`src/rtl/core/kvl_ram.sv`:
```
// Simple dual-port memory: one write port, one read port with registered data.
module kvl_ram #(
    parameter int WIDTH = 32,
    parameter int DEPTH = 64
) (
    input  logic                                   clk,
    input  logic                                   we,
    input  logic [(DEPTH > 1 ? $clog2(DEPTH) : 1)-1:0] waddr,
    input  logic [WIDTH-1:0]                       wdata,
    input  logic [(DEPTH > 1 ? $clog2(DEPTH) : 1)-1:0] raddr,
    output logic [WIDTH-1:0]                       rdata
);

    logic [WIDTH-1:0] mem [DEPTH];

    always_ff @(posedge clk)
    begin
        if (we)
        begin
            mem[waddr] <= wdata;
        end
        rdata <= mem[raddr];
    end

endmodule

```
`config.mk`:
```
export PLATFORM = sky130hd
export DESIGN_NAME = kvl_ram
export DESIGN_NICKNAME = d
export VERILOG_FILES = /design/src/rtl/core/kvl_ram.sv
export SDC_FILE = /design/constraint.sdc
export NUM_CORES = 2
export LEC_CHECK = 0
export BUFFER_PORTS_ARGS = -buffer_cell sky130_fd_sc_hd__buf_2
export CORE_ASPECT_RATIO = 0.8
export CORE_UTILIZATION = 35
export CTS_CLUSTER_SIZE = 40
export DETAILED_ROUTE_END_ITERATION = 12
export MAX_ROUTING_LAYER = met4
export PLACE_DENSITY = 0.61
export SYNTH_ARGS = -nofsm -noshare
export SYNTH_HDL_FRONTEND = slang
export SYNTH_SLANG_ARGS = --single-unit
```
`constraint.sdc`:
```
create_clock -name clk -period 3.8 [get_ports clk]
set_input_delay 0.19 -clock clk [delete_from_list [all_inputs] [get_ports clk]]
set_output_delay 0.19 -clock clk [all_outputs]
set_load 0.02 [all_outputs]
```
# Word level (Yosys, flattened, before mapping)
# Memories as Yosys holds them, arrays and structs flattened. A register that Yosys moved wholly into a read port is not among the register bits.
# Cells that the tools add are included.
[totals]
input_bits = 46
mem_count = 1
word_cells = 3
ram_bits = 2048
output_inout_bits = 32
reg_bits = 0
[classes]
muxes = 2
[mem_list]
columns = ["name", "depth", "width", "rd", "rd_clocked_by_memory_dff", "write_ports", "line", "text"]
rows = [
  ["mem", 64, 32, 1, 1, 1, "14", "logic [WIDTH-1:0] mem [DEPTH];"],
]
[op_table]
columns = ["op", "n"]
rows = [
  ["2-to-1 mux 1 bit", 2],
]

# Depth between registers and ports, before layout
[logic_depth]
depth_word = 2
depth_mapped = 10
ltp_nobuf = 5

# Worst setup path before layout
# Ideal clock, no wire load.
[synth_timing]
path_type = "in2reg"
startpoint = "input waddr[3] (netlist bit)"
endpoint = "memory mem[48][0] (enable)"
path_buffers = 1
path_stages = 4
setup_time_ns = 0.461
slack_ns = 0.450
t_arrival_ns = 2.889
required_time_ns = 3.339
cell_sequence = "clkbuf_1 > nor2b_1 > nand4b_1 > nor3_1"
[synth_lines]
columns = ["element", "line", "text"]
rows = [
  ["from (decl)", "8", "input logic [(DEPTH > 1 ? $clog2(DEPTH) : 1)-1:0] waddr,"],
  ["to (decl)", "14", ""],
]
# Straight into the memory's write port.

# Worst setup path in the final report
[layout_timing]
startpoint = "input waddr[2] (netlist bit)"
endpoint = "memory mem[61][10] (enable)"
# Straight into the memory's write port.

==> results by group <==
Clocking
  • Max H-tree Level: 4
  • Worst skew pair latency: 830 ps
  • Clock transition at path regs: 60 ps
  • Max clock buf depth: 3
  • Clock Tree Root: clkbuf_16
  • TritonCTS clock tree: built
  • Post_cts resized: 0
  • Clock sink count: 2080
  • TritonCTS Buffers: 189

Global route
  • Global route overflow: 0
  • First-pass GRT wire length: 289000 um
  • Antenna violations before repair: 14
  • Largest net degree at the start of global routing: 65
  • All-layer global routing usage: 18.6%
  • Vias in the first global route: 37.1k

Yosys
  • Yosys cell types: 34
  • Seq/Total Area, Yosys: 79.1%
  • Synthesized net count: 3370
  • Yosys reg bits: 2080
  • Asr flop ratio synth: 0%
  • Synthesized instance count: 3324
  • Number of enable flip-flop cells after synthesis: 2048
  • Top FF cell, synth: edfxtp_1
  • Mapped Area: 78500 um^2
  • Synth warn: 0
  • Syn Area/Cell: 23.6 um^2

Floorplanning
  • IO Pins: 78
  • Starting density of the core: 35.2%
  • FP Rows: 155
  • Total core area: 223000 um^2
  • Chip Height: 426 um
  • Die area: 226000 um^2
  • Die Wd: 532 um

Worst setup path
  • Reg-to-reg setup timing slack: 1450 ps
  • CP max FO: 18
  • Crit-path max cell delay: 950 ps
  • CP delay by family, top: simple AND/OR/NAND/NOR gates
  • Req. time, crit path: 4300 ps
  • Worst R2R Path Depth: 4
  • Worst setup SP type: input pin
  • Worst setup EP type: flop
  • CP Depth: 6
  • Worst-path cell chain: dlygate4sd3_1 -> buf_2 -> nor2b_1 -> nand3_1 -> nor2_4 -> buf_4
  • WS Path Type: in -> reg
  • Max stage delay cell, worst path: nor2_4
  • CP Buf/Inv Count: 3
  • Worst flop-to-flop path startpoint: mem[27][27]$_DFFE_PP_
  • FF-to-FF End: rdata[27]$_DFF_P_
  • Worst EP arrival: 3310 ps

Layout
  • Multi-input gate area: 16000 um^2
  • Fillers: 19.4k
  • Area taken by flip-flops and latches: 62100 um^2
  • Final #Nets: 3658
  • Share of cells above drive strength 1: 30.3%
  • Area grow syn2layout: 14.7%
  • Final std cells w/o fill: 6767

STA
  • Period minus WS final: 2820 ps
  • Setup ws final: 984 ps
  • Fin crit share: 74.1%
  • Worst-Margin Slew: 1310 ps
  • Hold Vio Cnt, Final: 0
  • Max_slew headroom: 12.9%
  • TNS Setup: 0 ps
  • Setup Viol. Count Final: 0
  • Max Freq: 0.355 GHz
  • Final Slew Violations: 0
  • Unrepaired setup endpoints after global routing: false
  • Worst Skew: 23.8 ps

Status
  • Status: finished, final reports clean

Power and ir drop
  • Leakage: 27.7 nW
  • VDD IR max: 0.514 mV
  • Power per cell area: 515 nW/um^2

Placed design
  • Port Buffers: 77
  • Pre-CTS setup slack: 396 ps
  • DP HPWL: 112000 um
  • RD Place Congestion: 0.778
  • Placed instance count: 6391

Detailed routing
  • Iteration-0 DRC Markers: 4780
  • DRC: 0
  • DRT Pass-1 Iters: 5
  • Detailed Route WL: 205000 um
  • Drt via density: 5.52
  • DR WL/cell: 30.3 um
  • Vias: 37.4k
  • Final ANT Viol Nets: 0

Min path
  • Worst hold start: wdata[2]
  • Worst Hold End: mem[33][2]$_DFFE_PP_
  • Hold path cells: 2
  • Hold WC Path Type: in -> reg

Job
  • Max-cap violation count: 0
[worst register-to-register path, delay by kind of cell (launching register included)]
kind	cells	cell delay [ps]
muxes	2	970
AOI/OAI and AO/OA	1	760
DFF	1	370
and+or+nand+nor	1	110
[layout by cell type (no fill, tap or decap), types with 7 or more instances in the layout]
master	count
edfxtp_1	2048
mux4_2	544
clkbuf_16	195
buf_4	164
mux2i_1	93
o22ai_1	84
nor2_1	75
buf_2	73
a21oi_1	62
nor2_4	62
clkbuf_1	50
clkinv_2	38
clkinv_1	38
dfxtp_1	32
o221ai_1	27
nand2_1	25
buf_12	25
nor2b_1	15
dlygate4sd3_1	13
a22oi_1	12
clkbuf_8	11
diode_2	10
a311oi_1	8
bufinv_16	8
nand2b_1	7
[synth_stat cells, types with 2 or more instances]
library cell | instances | area share [%]
edfxtp_1 | 2048 | 78
mux4_2 | 544 | 16
nor2_1 | 137 | 0.65
mux2i_1 | 93 | 1.2
o22ai_1 | 84 | 0.67
clkbuf_1 | 74 | 0.35
a21oi_1 | 62 | 0.40
buf_2 | 57 | 0.36
dfxtp_1 | 32 | 0.82
o221ai_1 | 27 | 0.30
nand2_1 | 26 | 0.12
buf_4 | 25 | 0.24
buf_1 | 21 | 0.10
nor2b_1 | 15 | 0.12
a22oi_1 | 12 | 0.11
a311oi_1 | 8 | 0.089
nand2b_1 | 8 | 0.064
nor3_1 | 7 | 0.045
buf_6 | 5 | 0.072
nand3_1 | 5 | 0.032
nand3b_1 | 5 | 0.048
a41o_1 | 4 | 0.051
and3_1 | 4 | 0.032
o32ai_1 | 4 | 0.045
or3_1 | 3 | 0.024
or3b_2 | 3 | 0.033
and2_1 | 2 | 0.016
nand4_1 | 2 | 0.016
or3b_1 | 2 | 0.022
[layer usage]
layer / up-vias / track usage [%] / share of wire, %
met5: - / - / 0
met4: 0 / 4.20 / 1.8
met3: 259 / 3.07 / 8.0
met2: 1640 / 28.8 / 48
met1: 20600 / 25.9 / 42
li1: 14800 / - / -
[stage by stage]
step	total power, W	instance area, um^2	utilization, %	hold slack, ps
after global placement	0.0284	84000	37.7	421
after detailed placement	0.0285	84000	37.7	424
after CTS	0.0467	90000	40.4	6.38
after global routing	0.0477	90000	40.4	54.5
after floorplan	0.0272	78500	-	289
final	0.0464	90100	40.4	25.6
[power breakdown]
group	switching (W)	total (W)	internal (W)
logic	0.00154	0.00245	0.000903
registers	0.000117	0.0255	0.0254
clock network	0.00830	0.0185	0.0102
[how the worst max path moves through the flow]
stage | end | startpoint | slack [ps]
floorplan | mem[48][0]$_DFFE_PP_ | waddr[3] | 450
global placement | rdata[10]$_DFF_P_ | raddr[0] | 400
detailed placement | rdata[10]$_DFF_P_ | raddr[0] | 400
CTS | mem[61][10]$_DFFE_PP_ | waddr[2] | 1090
global route | mem[61][14]$_DFFE_PP_ | waddr[2] | 990
finish | mem[61][10]$_DFFE_PP_ | waddr[2] | 980
[flip-flops by register name, indices dropped and copies added, names as in the netlist]
name / flops
rdata: 32
mem: 2048
[cell type report]
type                    instances  area share [%]
flip-flops and latches       2080            69.0
multi-input cells            1062            17.7
clock buffers                 256            5.79
well taps                    2983            4.14
repair buffers                279            2.54
clock inverters                97           0.768
diodes                         10          0.0278
[cell families (layout without fill, tap and decap cells)]
group / after synthesis / in the layout / share of synthesized area [%]
simple gates: 223 / 223 / 1.27
mux: 637 / 637 / 16.8
other cells: 0 / 10 / 0
buf+inv: 182 / 632 / 1.13
flops: 2080 / 2080 / 79.1
compound gates: 202 / 202 / 1.67
[what timing repair did]
| item | 4_1_cts | 5_1_grt |
|---|---|---|
| endpoints found under the setup margin | 0 | 0 |
| hold buffers | 13 | 0 |
| hold endpoints to repair | 142 | 0 |
| buffers inserted | 0 | 0 |
No activity file was read; power rests on OpenSTA's default activity.
